### src/wsp_pkg.sv
// ----------------------------------------------------------------------------
// wsp_pkg
// shared constants and types of the projection block
// ----------------------------------------------------------------------------
package wsp_pkg;
    localparam int FRAC_BITS_DEF = 16;
    localparam int DIV_BITS      = 32;  // quotient bits, one divider stage each
    localparam logic [1:0] REG_WIDTH  = 2'd0;
    localparam logic [1:0] REG_HEIGHT = 2'd1;
    localparam logic [1:0] REG_NEAR   = 2'd2;
    localparam logic ACT_WRITE = 1'b0;
    localparam logic ACT_PROJ  = 1'b1;

    function automatic logic signed [31:0] sat32(input logic signed [63:0] v);
        logic signed [31:0] r;
        if (v > 64'sd2147483647)
            r = 32'sh7fffffff;
        else if (v < -64'sd2147483648)
            r = 32'sh80000000;
        else
            r = v[31:0];
        return r;
    endfunction
endpackage

### src/wsp_div.sv
// ----------------------------------------------------------------------------
// wsp_div
// pipelined restoring divider, one quotient bit per stage
// ----------------------------------------------------------------------------
module wsp_div #(
    parameter int FRAC_BITS = wsp_pkg::FRAC_BITS_DEF
) (
    input  logic               clk,
    input  logic               en,
    input  logic signed [31:0] num,
    input  logic [30:0]        den,
    output logic signed [31:0] quo
);
    // |num| << FRAC_BITS needs 32+FRAC_BITS bits; the bits above the low 32
    // seed the remainder and decide overflow, the low 32 are brought down one per stage
    localparam int NW = 32 + FRAC_BITS;
    localparam int QB = wsp_pkg::DIV_BITS;
    logic [31:0]   mag;
    logic [NW-1:0] nfull;
    logic [31:0]   n_reg [QB+1];
    logic [30:0]   d_reg [QB+1];
    logic [31:0]   r_reg [QB+1];
    logic          s_reg [QB+1];
    logic          o_reg [QB+1];
    logic [31:0]   q_reg [QB+1];
    logic [32:0]   t [QB];
    logic          ge [QB];

    always_comb
    begin
        mag   = num[31] ? 32'(-num) : 32'(num);
        nfull = {mag, FRAC_BITS'(0)};
    end

    // trial subtract of each stage
    always_comb
    begin
        for (int i = 0; i < QB; i++)
        begin
            t[i]  = {r_reg[i], n_reg[i][31]};
            ge[i] = t[i] >= {2'b00, d_reg[i]};
        end
    end

    always_ff @(posedge clk)
    begin
        if (en)
        begin
            n_reg[0] <= nfull[31:0];
            d_reg[0] <= den;
            r_reg[0] <= 32'(nfull[NW-1:32]);
            // quotient reaches 2^32 when the high bits alone cover den
            o_reg[0] <= 32'(nfull[NW-1:32]) >= {1'b0, den};
            s_reg[0] <= num[31];
            q_reg[0] <= '0;
            for (int i = 0; i < QB; i++)
            begin
                n_reg[i+1] <= n_reg[i] << 1;
                d_reg[i+1] <= d_reg[i];
                s_reg[i+1] <= s_reg[i];
                o_reg[i+1] <= o_reg[i];
                r_reg[i+1] <= ge[i] ? 32'(t[i] - {2'b00, d_reg[i]}) : t[i][31:0];
                q_reg[i+1] <= {q_reg[i][30:0], ge[i]};
            end
        end
    end

    always_comb
    begin
        if (s_reg[QB])
            quo = (o_reg[QB] || q_reg[QB][31]) ? 32'sh80000000 : -$signed(q_reg[QB]);
        else
            quo = (o_reg[QB] || q_reg[QB][31]) ? 32'sh7fffffff : $signed(q_reg[QB]);
    end
endmodule

### config.mk
export PLATFORM = sky130hd
export DESIGN_NAME = wsp_div
export DESIGN_NICKNAME = d
export VERILOG_FILES = /design/src/wsp_pkg.sv /design/src/wsp_div.sv
export SDC_FILE = /design/constraint.sdc
export NUM_CORES = 2
export LEC_CHECK = 0
export BUFFER_PORTS_ARGS = -buffer_cell sky130_fd_sc_hd__buf_2
export CAP_MARGIN = 20
export CORE_ASPECT_RATIO = 1.2
export CORE_UTILIZATION = 25
export DETAILED_ROUTE_END_ITERATION = 8
export GPL_TIMING_DRIVEN = 0
export SLEW_MARGIN = 30
export SYNTH_ARGS = -nofsm -noshare
export SYNTH_HDL_FRONTEND = slang
export SYNTH_MEMORY_MAX_BITS = 65536
export SYNTH_SLANG_ARGS = --single-unit
### constraint.sdc
create_clock -name clk -period 9.41 [get_ports clk]
set_input_delay 1.4115 -clock clk [delete_from_list [all_inputs] [get_ports clk]]
set_output_delay 1.4115 -clock clk [all_outputs]
set_load 0.1 [all_outputs]
==> impl_results.rst <==
.. list-table::
   :header-rows: 1

   * - Metric
     - Value
   * - Topmost layer with routed signal wires
     - met5
   * - Main synth FF type
     - edfxtp_1
   * - Required time worst endpoint
     - ~8 ns
   * - Average cell area after synthesis
     - between 10 and 15 µm²
   * - Largest register FFs
     - around 1,000
   * - Post-Place Cells
     - 20,300
   * - Gate count of the mapped netlist
     - approximately 12,000
   * - Number of buffers added on ports
     - 96
   * - Post-DRT Antenna Nets
     - 0
   * - Count of final setup violators
     - 0
   * - Global-route congestion overflow total
     - 0
   * - Worst Hold Margin
     - 0.381 ns
   * - Leading cell types in the layout, fill and taps excluded
     - edfxtp_1 (2,730), inv_1 (1,242), a21oi_1 (1,040)
   * - Worst-case clock skew
     - 0.0906 ns
   * - Count of instances resized after the clock tree is built
     - 0
   * - Fraction of registers with async set/reset
     - 0
   * - Data arrival time of the worst path
     - approximately 5.2 ns
   * - Fraction of layout cells with a size suffix above 1
     - 0.0798
   * - Clk pin slew, worst setup/hold paths
     - 0.06 ns
   * - RSZ-0062 raised after global routing
     - false
   * - Static leakage
     - 0.0649 µW
   * - Total of warnings raised by yosys
     - 0
   * - M1 WL
     - ~110,000 µm
   * - Critical path launch point type
     - register
   * - Hold_buf cts
     - 0
   * - Area growth from synthesis to layout
     - 14.7%
   * - Total power divided by cell area
     - 331 nW/µm²
   * - Actual slew at the worst max-slew pin
     - 1.06 ns
   * - Number of top-level pins
     - 97
   * - Vias in the first global route
     - 99,500
   * - Pin count of the biggest net entering global routing
     - about 130
   * - Buffers inserted by post-CTS timing repair
     - 0
   * - Unique masters post-synth
     - 101
   * - CTS tree
     - done
   * - Post-route DRC violation count
     - 0
   * - Nets
     - 14,000
   * - TritonRoute pass-1 iters
     - 6
   * - Detail Placement HPWL
     - 282,000 µm
   * - Min cycle time layout
     - 6.62 ns
   * - First-pass GRT wire length
     - 548,000 µm
   * - GP Congestion
     - 0.930
   * - Pre-CTS WS
     - between 1.5 and 2 ns
   * - TritonCTS buffer count
     - 321
   * - Leading cell type in the layout, fill and taps excluded
     - edfxtp_1
   * - Met3 routed wirelength
     - about 9000 µm
   * - Fin worst setup slack
     - 2.79 ns
   * - Floorplan row count
     - 306
   * - Cell types occupying the most area after synthesis
     - edfxtp_1 (57%), ha_1 (8.6%), a21oi_1 (3.6%), inv_1 (3.2%), xnor2_1 (3.0%)
   * - DRC violation total after the first TritonRoute iteration
     - between 4,000 and 5,000
   * - Max Cap Viol
     - 0
   * - Final TNS setup
     - 0 ns
   * - Worst setup path class
     - reg2out
   * - Layout Cells excl Fill
     - 20,800
   * - H-tree depth
     - 5
   * - Total number of clock tree sinks
     - 2,730
   * - Normalized max-slew margin
     - 0.294
   * - Maximum VDD drop
     - 0.176 mV
   * - Portion of synthesized cell area occupied by the leading cell type
     - 0.566
   * - Max Freq
     - 0.151 GHz
   * - Core region area
     - 578,000 µm²
   * - Number of endpoints with negative hold slack in the final report
     - 0
   * - Overall Global Routing Usage
     - 0.120
   * - Chip width
     - 697 µm
   * - Initial antenna violation count
     - 11
   * - Die height
     - 836 µm
   * - Source-to-sink clock delay at the later pin of the worst-skew pair
     - ~0.98 ns
   * - Crit. End Element
     - output pin
   * - Routed WL
     - 362,000 µm
   * - Die ar.
     - around 580,000 µm²
   * - Hold/Removal Path Class
     - reg2reg
   * - Mapped cell area
     - 145,000 µm²
   * - Worst-path maximum fanout
     - 10
   * - Part of the cycle the worst path needs
     - 0.703
   * - Detail-routed via count per cell
     - 4.51
   * - Status
     - finished clean
   * - Max-slew violation total from the final report
     - 0
   * - Sequential area share after synthesis
     - 0.566
   * - Wirelength per Cell
     - ~17 µm
   * - Yosys top cell by area
     - edfxtp_1
   * - Synthesis-stage register bit count
     - 2,730
   * - Starting utilization of the core area
     - 0.251
   * - Met2 layer wire length in the routed design
     - 210,000 µm
   * - Syn nets
     - roughly 14,000
   * - Maximum clock path buffer count
     - 4
   * - Number of enable flip-flop cells after synthesis
     - 2,730
   * - Via count of the routed design
     - 94,000
   * - Buffer type at the clock tree root
     - clkbuf_16
[worst max-delay path, cell delays in order (launching register included)]
cell and delay [ns]:
edfxtp_1 0.39, or2_2 0.28, buf_2 0.22, nor2_1 0.21
nand3_1 0.12, or3_1 0.58, or3_1 0.47, or3_1 0.34
or3_4 0.38, o31ai_2 0.21, xor2_1 0.50, buf_2 0.53
[metal layers]
| layer | GRT usage | up-vias |
|---|---|---|
| met5 | 0 | - |
| met4 | 0.0974 | 2 |
| met3 | 0.0138 | 1175 |
| met2 | 0.256 | 1758 |
| met1 | 0.0926 | 44500 |
| li1 | - | 46600 |
[power breakdown]
group,internal [µW],switching (µW),total (µW),leakage (µW)
logic,9730,14100,23800,0.0333
registers,17600,1460,19100,0.0267
clock network,7010,5130,12100,0.00493
[logic make-up (layout without fill, tap and decap cells)]
kind of cell / Yosys count / in the layout / synth area share
compound gates: 3286 / 3286 / 0.141
xor+xnor: 843 / 843 / 0.0509
other cells: 0 / 8 / 0
mux: 305 / 305 / 0.0236
simple gates: 2737 / 2737 / 0.0892
fa+ha+maj: 1026 / 1026 / 0.0902
flops: 2730 / 2730 / 0.566
buf+inv: 1503 / 2208 / 0.0396
[metrics by stage]
step / area (µm²) / util / total power (µW)
detailed placement: 156000 / 0.270 / 43100
CTS: 166000 / 0.287 / 55600
global placement: 155000 / 0.268 / 44000
finish: 166000 / 0.287 / 55100
floorplan: 145000 / - / 36100
global route: 166000 / 0.287 / 58600
[cell usage after synthesis, types with 20 or more instances]
master and instances:
xor2_1 347, nor2_1 738, o31a_1 27, o21bai_1 122, and3_1 83, a21boi_0 47, o211ai_1 35, nand2b_1 148
o31ai_1 82, ha_1 995, and2_1 40, mux2_2 288, fa_1 31, nand4_1 147, o21a_1 114, a31o_2 22
xnor2_1 496, inv_1 1242, a211o_1 29, or3_1 44, a2111oi_0 25, nand2_1 880, nand3_1 168, buf_1 21
a21o_1 519, a31oi_1 85, nor4_1 45, a21oi_1 1041, or2_2 37, buf_2 52, o21ai_1 20, or4_1 26
edfxtp_1 2730, clkbuf_1 180, nor3_1 135, a221oi_1 25, and4_1 29, o21ai_0 820, a211oi_1 69, nor2b_1 155
nand3b_1 23
[path summary, 6_finish.rpt]
path	start	endpoint	slack [ns]	cells after the start
worst max-delay path	o_reg[16][0]	quo[25]	2.79	11
worst min-delay path	q_reg[0][513]	q_reg[0][546]	0.38	0
worst max register to register	d_reg[0][593]	r_reg[0][662]	3.94	14
worst min register to register	q_reg[0][513]	q_reg[0][546]	0.38	0
[area by class of cell]
class	count	area, µm²
buffer	260	1080
multi-input combinational	8197	57400
antenna	8	20.0
fill	59300	412000
clock inverter	182	1820
tap	7700	9630
inverter	1243	4670
timing repair buffer	129	1220
clock buffer	394	8390
sequential	2730	82000
(Power assumes the default switching activity.)
